File: config.mk
export PLATFORM = sky130hd
export DESIGN_NAME = brw_step_unit
export DESIGN_NICKNAME = d
export VERILOG_FILES = /design/src/rtl/brw_pkg.sv /design/src/rtl/brw_step_unit.sv
export SDC_FILE = /design/constraint.sdc
export NUM_CORES = 1
export LEC_CHECK = 0
export BUFFER_PORTS_ARGS = -buffer_cell sky130_fd_sc_hd__buf_4
export CAP_MARGIN = 20
export CELL_PAD_IN_SITES_DETAIL_PLACEMENT = 1
export CELL_PAD_IN_SITES_GLOBAL_PLACEMENT = 1
export CORE_ASPECT_RATIO = 0.75
export CORE_UTILIZATION = 27
export DETAILED_ROUTE_END_ITERATION = 16
export PLACE_DENSITY = 0.86
export SYNTH_ARGS = -nofsm -noshare
export SYNTH_HDL_FRONTEND = slang
export SYNTH_SLANG_ARGS = --single-unit
export TNS_END_PERCENT = 1
File: constraint.sdc
create_clock -name vclk -period 1.8
set_input_delay 0 -clock vclk [all_inputs]
set_output_delay 0 -clock vclk [all_outputs]
set_load 0.05 [all_outputs]
File: src/rtl/brw_pkg.sv
`timescale 1ns / 1ps
// ----------------------------------------------------------------------------
// brw_pkg
// Shared constants and types for the ray walker: grid size, widths of the
// coordinate, error and step fields, stream widths and unit interfaces.
// ----------------------------------------------------------------------------
package brw_pkg;

    // grid geometry
    localparam int GRID_BITS = 6;
    localparam int COORD_W   = GRID_BITS;
    localparam int MAP_AW    = 2 * GRID_BITS;
    localparam int MAP_DEPTH = 1 << MAP_AW;

    // walk arithmetic: error term holds +/- 2 * major, step count holds the side
    localparam int ERR_W  = COORD_W + 3;
    localparam int STEP_W = COORD_W + 1;

    // stream widths, padded to whole bytes
    localparam int S_DATA_W = ((4 * COORD_W + 1 + 7) / 8) * 8;
    localparam int M_DATA_W = ((2 * COORD_W + 7) / 8) * 8;

    // item kinds on the input stream
    localparam logic OP_WRITE = 1'b0;
    localparam logic OP_CAST  = 1'b1;

    typedef logic [COORD_W-1:0]       coord_t;
    typedef logic signed [ERR_W-1:0]  err_t;
    typedef logic [MAP_AW-1:0]        map_addr_t;

    // operands of the shared step unit
    typedef struct packed {
        coord_t x;
        coord_t y;
        err_t   err;
        logic   steep;
        logic   neg_x;
        logic   neg_y;
        err_t   inc_a;
        err_t   inc_b;
    } step_in_t;

    // result of one step
    typedef struct packed {
        coord_t x;
        coord_t y;
        err_t   err;
    } step_out_t;

    // map write request
    typedef struct packed {
        logic      en;
        map_addr_t addr;
        logic      data;
    } map_wr_t;

endpackage

File: src/rtl/brw_step_unit.sv
`timescale 1ns / 1ps
// ----------------------------------------------------------------------------
// brw_step_unit
// One Bresenham step: moves along the major axis, along the minor axis when
// the error term is not negative, and updates the error term with one add.
// ----------------------------------------------------------------------------
module brw_step_unit (
    input  brw_pkg::step_in_t  step_in,
    output brw_pkg::step_out_t step_out
);
    import brw_pkg::*;

    logic   adv;
    logic   move_x;
    logic   move_y;
    coord_t x_moved;
    coord_t y_moved;

    // minor axis advances when the error term is zero or positive
    assign adv    = ~step_in.err[ERR_W-1];
    assign move_x = ~step_in.steep | adv;
    assign move_y = step_in.steep | adv;

    // unit moves with wrap on the grid
    assign x_moved = step_in.neg_x ? step_in.x - COORD_W'(1) : step_in.x + COORD_W'(1);
    assign y_moved = step_in.neg_y ? step_in.y - COORD_W'(1) : step_in.y + COORD_W'(1);

    assign step_out.x   = move_x ? x_moved : step_in.x;
    assign step_out.y   = move_y ? y_moved : step_in.y;
    assign step_out.err = step_in.err + (adv ? step_in.inc_b : step_in.inc_a);

endmodule

==> results.json, run 1 <==
{
  "total_power_uw": 1052,
  "status": "finished, violations left",
  "io_buffers": 63,
  "tns_ps": -32.41,
  "worstMarginPinSlew_ps": 415.3,
  "layout.nets": 284,
  "worstSetupPathType": "input pin to output port",
  "initial_core_util": 0.2953,
  "arrival_ps": 1830,
  "n_clock_buffer": 0,
  "route.vias.total": 1358,
  "first_global_vias": 1344,
  "antenna_found_initial": 0,
  "grt_pass1_wl_um": 6078,
  "diodes": 0,
  "synth_nets": 201,
  "die_area_um2": 3996,
  "fmax_ghz": 0.5457,
  "area_growth_syn_to_layout_pct": 85.15,
  "synthDominantCellAreaShare": 0.1980,
  "critPathCaptureType": "output port",
  "grt_max_degree": 12,
  "hold_path.class": "input pin to output port",
  "placedCellCount": 268,
  "first_pass_iters": 4,
  "drtIter0Drc": 29,
  "yosys.area.top_type": "ha_1",
  "yosysSeqAreaShare": 0,
  "finalMaxSlewViolations": 0,
  "fin_crit_ps": 1832,
  "worst_slack_ps": -32.41,
  "vdd_drop_max_mv": 0.3358,
  "startpoint_type": "input pin",
  "finalNonFillerCells": 271,
  "core_um2": 3423,
  "hold_depth": 3,
  "synth.yosys.warnings": 0,
  "ys_types": 38,
  "rsz0062_at_grt": "true",
  "io_pins": 63,
  "post-route-period-util": 1.018,
  "holdWs_ps": 317.9,
  "postSynthCellCount": 140,
  "gp_congestion": 0.7751,
  "yosysMostFrequentCell": "ha_1",
  "multi_input_area_um2": 1117,
  "drtAntennaViolNets": 0,
  "seq_area_um2": 0,
  "synthesis.area_um2": 1011,
  "viasPerCell": 5.011,
  "layout-drive-gt1-share": 0.5158,
  "violations": "negative setup slack",
  "die_h_um": 55.00,
  "slew_headroom": 0.7231,
  "cp.required_ps": 1800,
  "p_leak_uw": 0.0009077,
  "worstPathMaxFanout": 7,
  "setup_viol": 1,
  "fillers": 449,
  "fp.dieW_um": 72.66,
  "routed_wl_um": 3939,
  "post-route-util": 0.5468,
  "maxCapViolCount": 0,
  "grt.overflow.total": 0,
  "p_per_area_nw_per_um2": 562.3,
  "rows": 18,
  "drc": 0,
  "syn_area_per_cell_um2": 7.221,
  "finalHoldViolCount": 0,
  "grtUsageTotal": 0.1941,
  "routedWlPerCell_um": 14.54,
  "dp_hpwl_um": 3084,
  "design.seq.count": 0,
  "yosys-top-cells-area": "ha_1, mux2_2, xor2_1",
  "netlist_top_cells_count": "ha_1, a21oi_1, nor2_1"
}
-- cell type report --
| class | instances | area share |
|---|---|---|
| multi-input cells | 127 | 0.5969 |
| well taps | 50 | 0.03342 |
| repair buffers | 83 | 0.3476 |
| inverters | 11 | 0.02206 |
-- worst max-delay path, cell delays in order --
cell and delay, ps:
buf_12 110, mux2_4 310, ha_4 170, fa_2 350, nand3_2 100, a21oi_2 70, or4_4 500, nand3_4 80
buf_8 140
-- cell usage in the layout (no fill, tap or decap), types with 3 or more instances in the layout --
cell type / synthesis / routed
o21ai_0: 6 / 6
nor3_1: 6 / 5
nor2_1: 12 / 12
a211oi_1: 3 / 3
nand2_1: 11 / 11
a21oi_1: 15 / 11
ha_4: 0 / 4
mux2_2: 8 / 5
a21oi_2: 0 / 4
nor2b_1: 3 / 3
xor2_1: 9 / 7
ha_1: 16 / 10
mux2_4: 0 / 3
buf_4: 0 / 79
inv_1: 11 / 11
-- metrics by stage --
| step | cell area (um2) | setup slack (ps) |
|---|---|---|
| floorplan | 1064 | -77.79 |
| global placement | 1715 | -216.1 |
| detailed placement | 1715 | -268.2 |
| CTS | 1833 | -64.46 |
| global route | 1872 | -84.58 |
| finish | 1872 | -32.41 |
-- what timing repair did --
action,CTS,global route
setup buffers,1,2
pin swaps,1,4
resized for setup,20,8
hold buffers,0,0
endpoints found under the setup margin,4,4
-- kinds of logic (layout without fill, tap and decap cells) --
group	Yosys count	in the layout	synth area share
simple gates	47	47	0.2352
compound gates	40	40	0.2537
fa+ha+maj	19	19	0.2574
buf+inv	13	94	0.04950
xor+xnor	11	11	0.09530
mux	10	10	0.1089
-- where the power goes --
group          internal [uW]  total, uW  leakage (uW)  switching [uW]
Clock                      0          0             0               0
Combinational            433       1050      0.000908             620
Sequential                 0          0             0               0
Total                    433       1050      0.000908             620
-- worst paths after layout --
kind / slack [ps] / startpoint / to
min: 320 / step_in[41] / step_out[20]
max: -30 / step_in[29] / step_out[8]
-- layer usage --
metal	routed length, um	global-route usage	vias up
met3	108	0.003623	4
met5	0	0	-
li1	-	-	679
met4	45	0.02288	0
met2	1998	0.4081	34
met1	1786	0.2307	641
No activity file was read; power rests on OpenSTA's default activity.
==> run 2, diff against run 1 <==
--- a/config.mk
+++ b/config.mk
@@ -9,7 +9,6 @@
 export CAP_MARGIN = 20
 export CELL_PAD_IN_SITES_DETAIL_PLACEMENT = 1
 export CELL_PAD_IN_SITES_GLOBAL_PLACEMENT = 1
-export CORE_ASPECT_RATIO = 0.75
 export CORE_UTILIZATION = 27
 export DETAILED_ROUTE_END_ITERATION = 16
 export PLACE_DENSITY = 0.86
==> results.json, run 2 (synthesis results as in run 1) <==
{
  "most-common-layout-cells": "buf_4, nor2_1",
  "startpoint_type": "input pin",
  "layout-drive-gt1-share": 0.5045,
  "grtUsageTotal": 0.1645,
  "diodes": 0,
  "io_pins": 63,
  "worstSetupPathType": "input pin to output port",
  "first_global_vias": 1325,
  "drtIter0Drc": 43,
  "vdd_drop_max_mv": 0.5148,
  "finalMaxSlewViolations": 0,
  "swShare": 0.5829,
  "grt.overflow.total": 0,
  "finalHoldViolCount": 0,
  "grt_pass1_wl_um": 5526,
  "routed_wl_um": 3307,
  "seq_area_um2": 0,
  "internal-power_uw": 433.1,
  "p_clk_frac": 0,
  "core_um2": 3468,
  "dp_hpwl_um": 2929,
  "mostFrequentLayoutCell": "buf_4",
  "hold_path.class": "input pin to output port",
  "violations": "negative setup slack",
  "post-route-period-util": 1.010,
  "routedWlPerCell_um": 12.43,
  "drc": 0,
  "maxCapViolCount": 0,
  "status": "finished, violations left",
  "fmax_ghz": 0.5501,
  "p_leak_uw": 0.0009005,
  "pwr-share-comb": 1.000,
  "finalNonFillerCells": 266,
  "worstPathMaxFanout": 6,
  "rows": 21,
  "first_pass_iters": 4,
  "placedCellCount": 266,
  "setup_viol": 1,
  "io_buffers": 63,
  "area_growth_syn_to_layout_pct": 84.53,
  "dpl_worst_slack_ps": -246.1,
  "fp.dieW_um": 63.19,
  "slew_headroom": 0.7270,
  "layout.nets": 283,
  "gp_congestion": 0.7775,
  "rsz0062_at_grt": "true",
  "cp.required_ps": 1800,
  "design.seq.count": 0,
  "seqPwrFrac": 0,
  "worstMarginPinSlew_ps": 409.5,
  "n_clock_buffer": 0,
  "worst_slack_ps": -17.89,
  "die_h_um": 63.19,
  "viasPerCell": 4.981,
  "die_area_um2": 3993,
  "dpl_cell_area_um2": 1738,
  "fin_crit_ps": 1818,
  "drtAntennaViolNets": 0,
  "arrival_ps": 1820,
  "cts_hold_buf": 0,
  "critPathCaptureType": "output port",
  "grt_max_degree": 12,
  "p_per_area_nw_per_um2": 556.6,
  "fin_area_um2": 1866,
  "initial_core_util": 0.2915,
  "antenna_found_initial": 0,
  "p_sw_uw": 605.3,
  "route.vias.total": 1325
}
==> run 2: timing repair <==
action	in CTS	in global routing
gates resized for setup	13	10
setup endpoints to repair	3	4
pin swaps	1	0
setup buffers	0	0
==> run 2: critical path, cell delays in order <==
cell,delay [ps]
buf_8,120
mux2_4,310
ha_4,160
fa_2,360
nand3_4,80
a21oi_2,60
or4_4,500
nand3_4,80
buf_8,140
==> run 2: power by group through the flow <==
stage | sequential, uW | combinational (uW) | clock [uW]
2_1_floorplan | 0 | 639 | 0
3_3_place_gp | 0 | 960 | 0
3_5_place_dp | 0 | 974 | 0
4_1_cts | 0 | 1020 | 0
5_1_grt | 0 | 1110 | 0
6_report | 0 | 1040 | 0
==> run 2: stage by stage <==
stage / hold WS [ps] / utilization / setup TNS (ps) / power, uW
floorplan: 240.4 / - / -308.3 / 638.7
global placement: 315.0 / 0.5011 / -379.5 / 959.9
detailed placement: 321.1 / 0.5011 / -506.4 / 974.0
CTS: 321.3 / 0.5249 / -98.66 / 1016
global route: 323.4 / 0.5379 / -148.9 / 1106
finish: 320.0 / 0.5379 / -17.89 / 1038
==> run 2: final timing paths <==
check	endpoint	depth (start not counted)	slack [ps]	from
worst max-delay path	step_out[8]	9	-20	step_in[29]
worst min-delay path	step_out[14]	3	320	step_in[35]
==> run 2: layout make-up <==
type / count / area (um2)
fill: 452 / 1603
inverter: 11 / 41.29
multi-input combinational: 127 / 1116
tap: 46 / 57.56
timing repair buffer: 82 / 650.6
==> run 2: metal layers <==
layer,up-vias,global-route usage,share of wire
li1,677,-,-
met1,613,0.1905,0.41
met2,35,0.3468,0.55
met3,0,0.001812,0.039
met4,0,0,0
met5,-,0,0
==> run 3, diff against run 2 <==
--- a/config.mk
+++ b/config.mk
@@ -9,9 +9,9 @@
 export CAP_MARGIN = 20
 export CELL_PAD_IN_SITES_DETAIL_PLACEMENT = 1
 export CELL_PAD_IN_SITES_GLOBAL_PLACEMENT = 1
-export CORE_UTILIZATION = 27
+export CORE_UTILIZATION = 30
 export DETAILED_ROUTE_END_ITERATION = 16
-export PLACE_DENSITY = 0.86
+export PLACE_DENSITY = 0.9
 export SYNTH_ARGS = -nofsm -noshare
 export SYNTH_HDL_FRONTEND = slang
 export SYNTH_SLANG_ARGS = --single-unit
==> constraint.sdc (replaced) <==
create_clock -name vclk -period 2
set_input_delay 0 -clock vclk [all_inputs]
set_output_delay 0 -clock vclk [all_outputs]
set_load 0.05 [all_outputs]
==> results.json, run 3 (synthesis results as in run 1) <==
{
  "finalNonFillerCells": 257,
  "startpoint_type": "input pin",
  "vdd_drop_max_mv": 0.3769,
  "core_um2": 3128,
  "route.vias.total": 1315,
  "post-route-util": 0.5460,
  "die_h_um": 60.05,
  "n_clock_buffer": 0,
  "fmax_ghz": 0.5212,
  "holdPathEnd": "step_out[20]",
  "gp_congestion": 0.8034,
  "maxCapViolCount": 0,
  "mostFrequentLayoutCell": "buf_4",
  "grt_pass1_wl_um": 5747,
  "post-route-period-util": 0.9593,
  "design.seq.count": 0,
  "rsz0062_at_grt": "false",
  "cp.required_ps": 2000,
  "drtIter0Drc": 89,
  "slew_headroom": 0.7378,
  "setup_viol": 0,
  "cts_setup_buffers": 0,
  "io_pins": 63,
  "fp.dieW_um": 60.05,
  "io_buffers": 63,
  "status": "finished clean",
  "holdWs_ps": 319.2,
  "routedWlPerCell_um": 14.11,
  "hold_path.class": "input pin to output port",
  "grtUsageTotal": 0.2049,
  "worstPathMaxFanout": 6,
  "routed_wl_um": 3625,
  "initial_core_util": 0.3232,
  "worstSetupPathType": "input pin to output port",
  "fin_area_um2": 1708,
  "grt_max_degree": 12,
  "arrival_ps": 1920,
  "rows": 20,
  "antenna_found_initial": 0,
  "drc": 0,
  "most-common-layout-cells": "buf_4, nor2_1, ha_1",
  "p_per_area_nw_per_um2": 513.0,
  "die_area_um2": 3606,
  "seq_area_um2": 0,
  "finalHoldViolCount": 0,
  "dpl_cell_area_um2": 1640,
  "area_growth_syn_to_layout_pct": 68.94,
  "hold_depth": 3,
  "dp_hpwl_um": 3194,
  "first_pass_iters": 4,
  "worstMarginPinSlew_ps": 390.9,
  "critPathCaptureType": "output port",
  "viasPerCell": 5.117,
  "hold_start": "step_in[41]",
  "placedCellCount": 257,
  "drtAntennaViolNets": 0,
  "tns_ps": 0,
  "first_global_vias": 1399,
  "layout-drive-gt1-share": 0.4648,
  "layout.nets": 276,
  "fin_crit_ps": 1919,
  "p_leak_uw": 0.0008389,
  "diodes": 0,
  "grt.overflow.total": 0,
  "finalMaxSlewViolations": 0
}
-- run 3: final cells by class --
cell class,instances,area [um2]
fillers,406,1420
inverters,11,41.29
multi-input cells,127,1037
well taps,44,55.05
repair buffers,75,574.3
-- run 3: timing repair --
action | CTS | global route
hold buffers | 0 | 0
gates resized for setup | 4 | 10
setup endpoints to repair | 2 | 3
cloned | 0 | 0
pin swaps | 0 | 2
-- run 3: power by group --
group	internal, uW	switching, uW	total [uW]
Combinational	342	534	876
Sequential	0	0	0
Clock	0	0	0
-- run 3: worst max-delay path by stage --
stage	startpoint	to	slack [ps]
after floorplan	step_in[29]	step_out[7]	-10
final	step_in[29]	step_out[8]	80
after detailed placement	step_in[29]	step_out[8]	-50
after global placement	step_in[29]	step_out[8]	7
after CTS	step_in[29]	step_out[7]	-9
after global routing	step_in[29]	step_out[5]	7
-- run 3: per-layer routing --
layer / GRT usage / share of wire / vias up
li1: - / - / 662
met1: 0.2224 / 0.39 / 614
met2: 0.4381 / 0.56 / 37
met3: 0.01299 / 0.041 / 2
met4: 0.009967 / 0.0052 / 0
met5: 0 / 0 / -
-- run 3: critical path, cell delays in order --
cell	delay (ps)
buf_4	120
mux2_2	340
ha_2	180
fa_2	350
nand3_2	100
a21oi_2	70
or4_4	510
nand3_2	90
buf_8	150
-- run 3: stage by stage --
| step | total power, uW | setup WS (ps) |
|---|---|---|
| after floorplan | 556.1 | -11.83 |
| after global placement | 819.5 | 6.803 |
| after detailed placement | 840.3 | -47.51 |
| after CTS | 855.0 | -9.098 |
| after global routing | 932.6 | 6.982 |
| final | 876.1 | 81.47 |
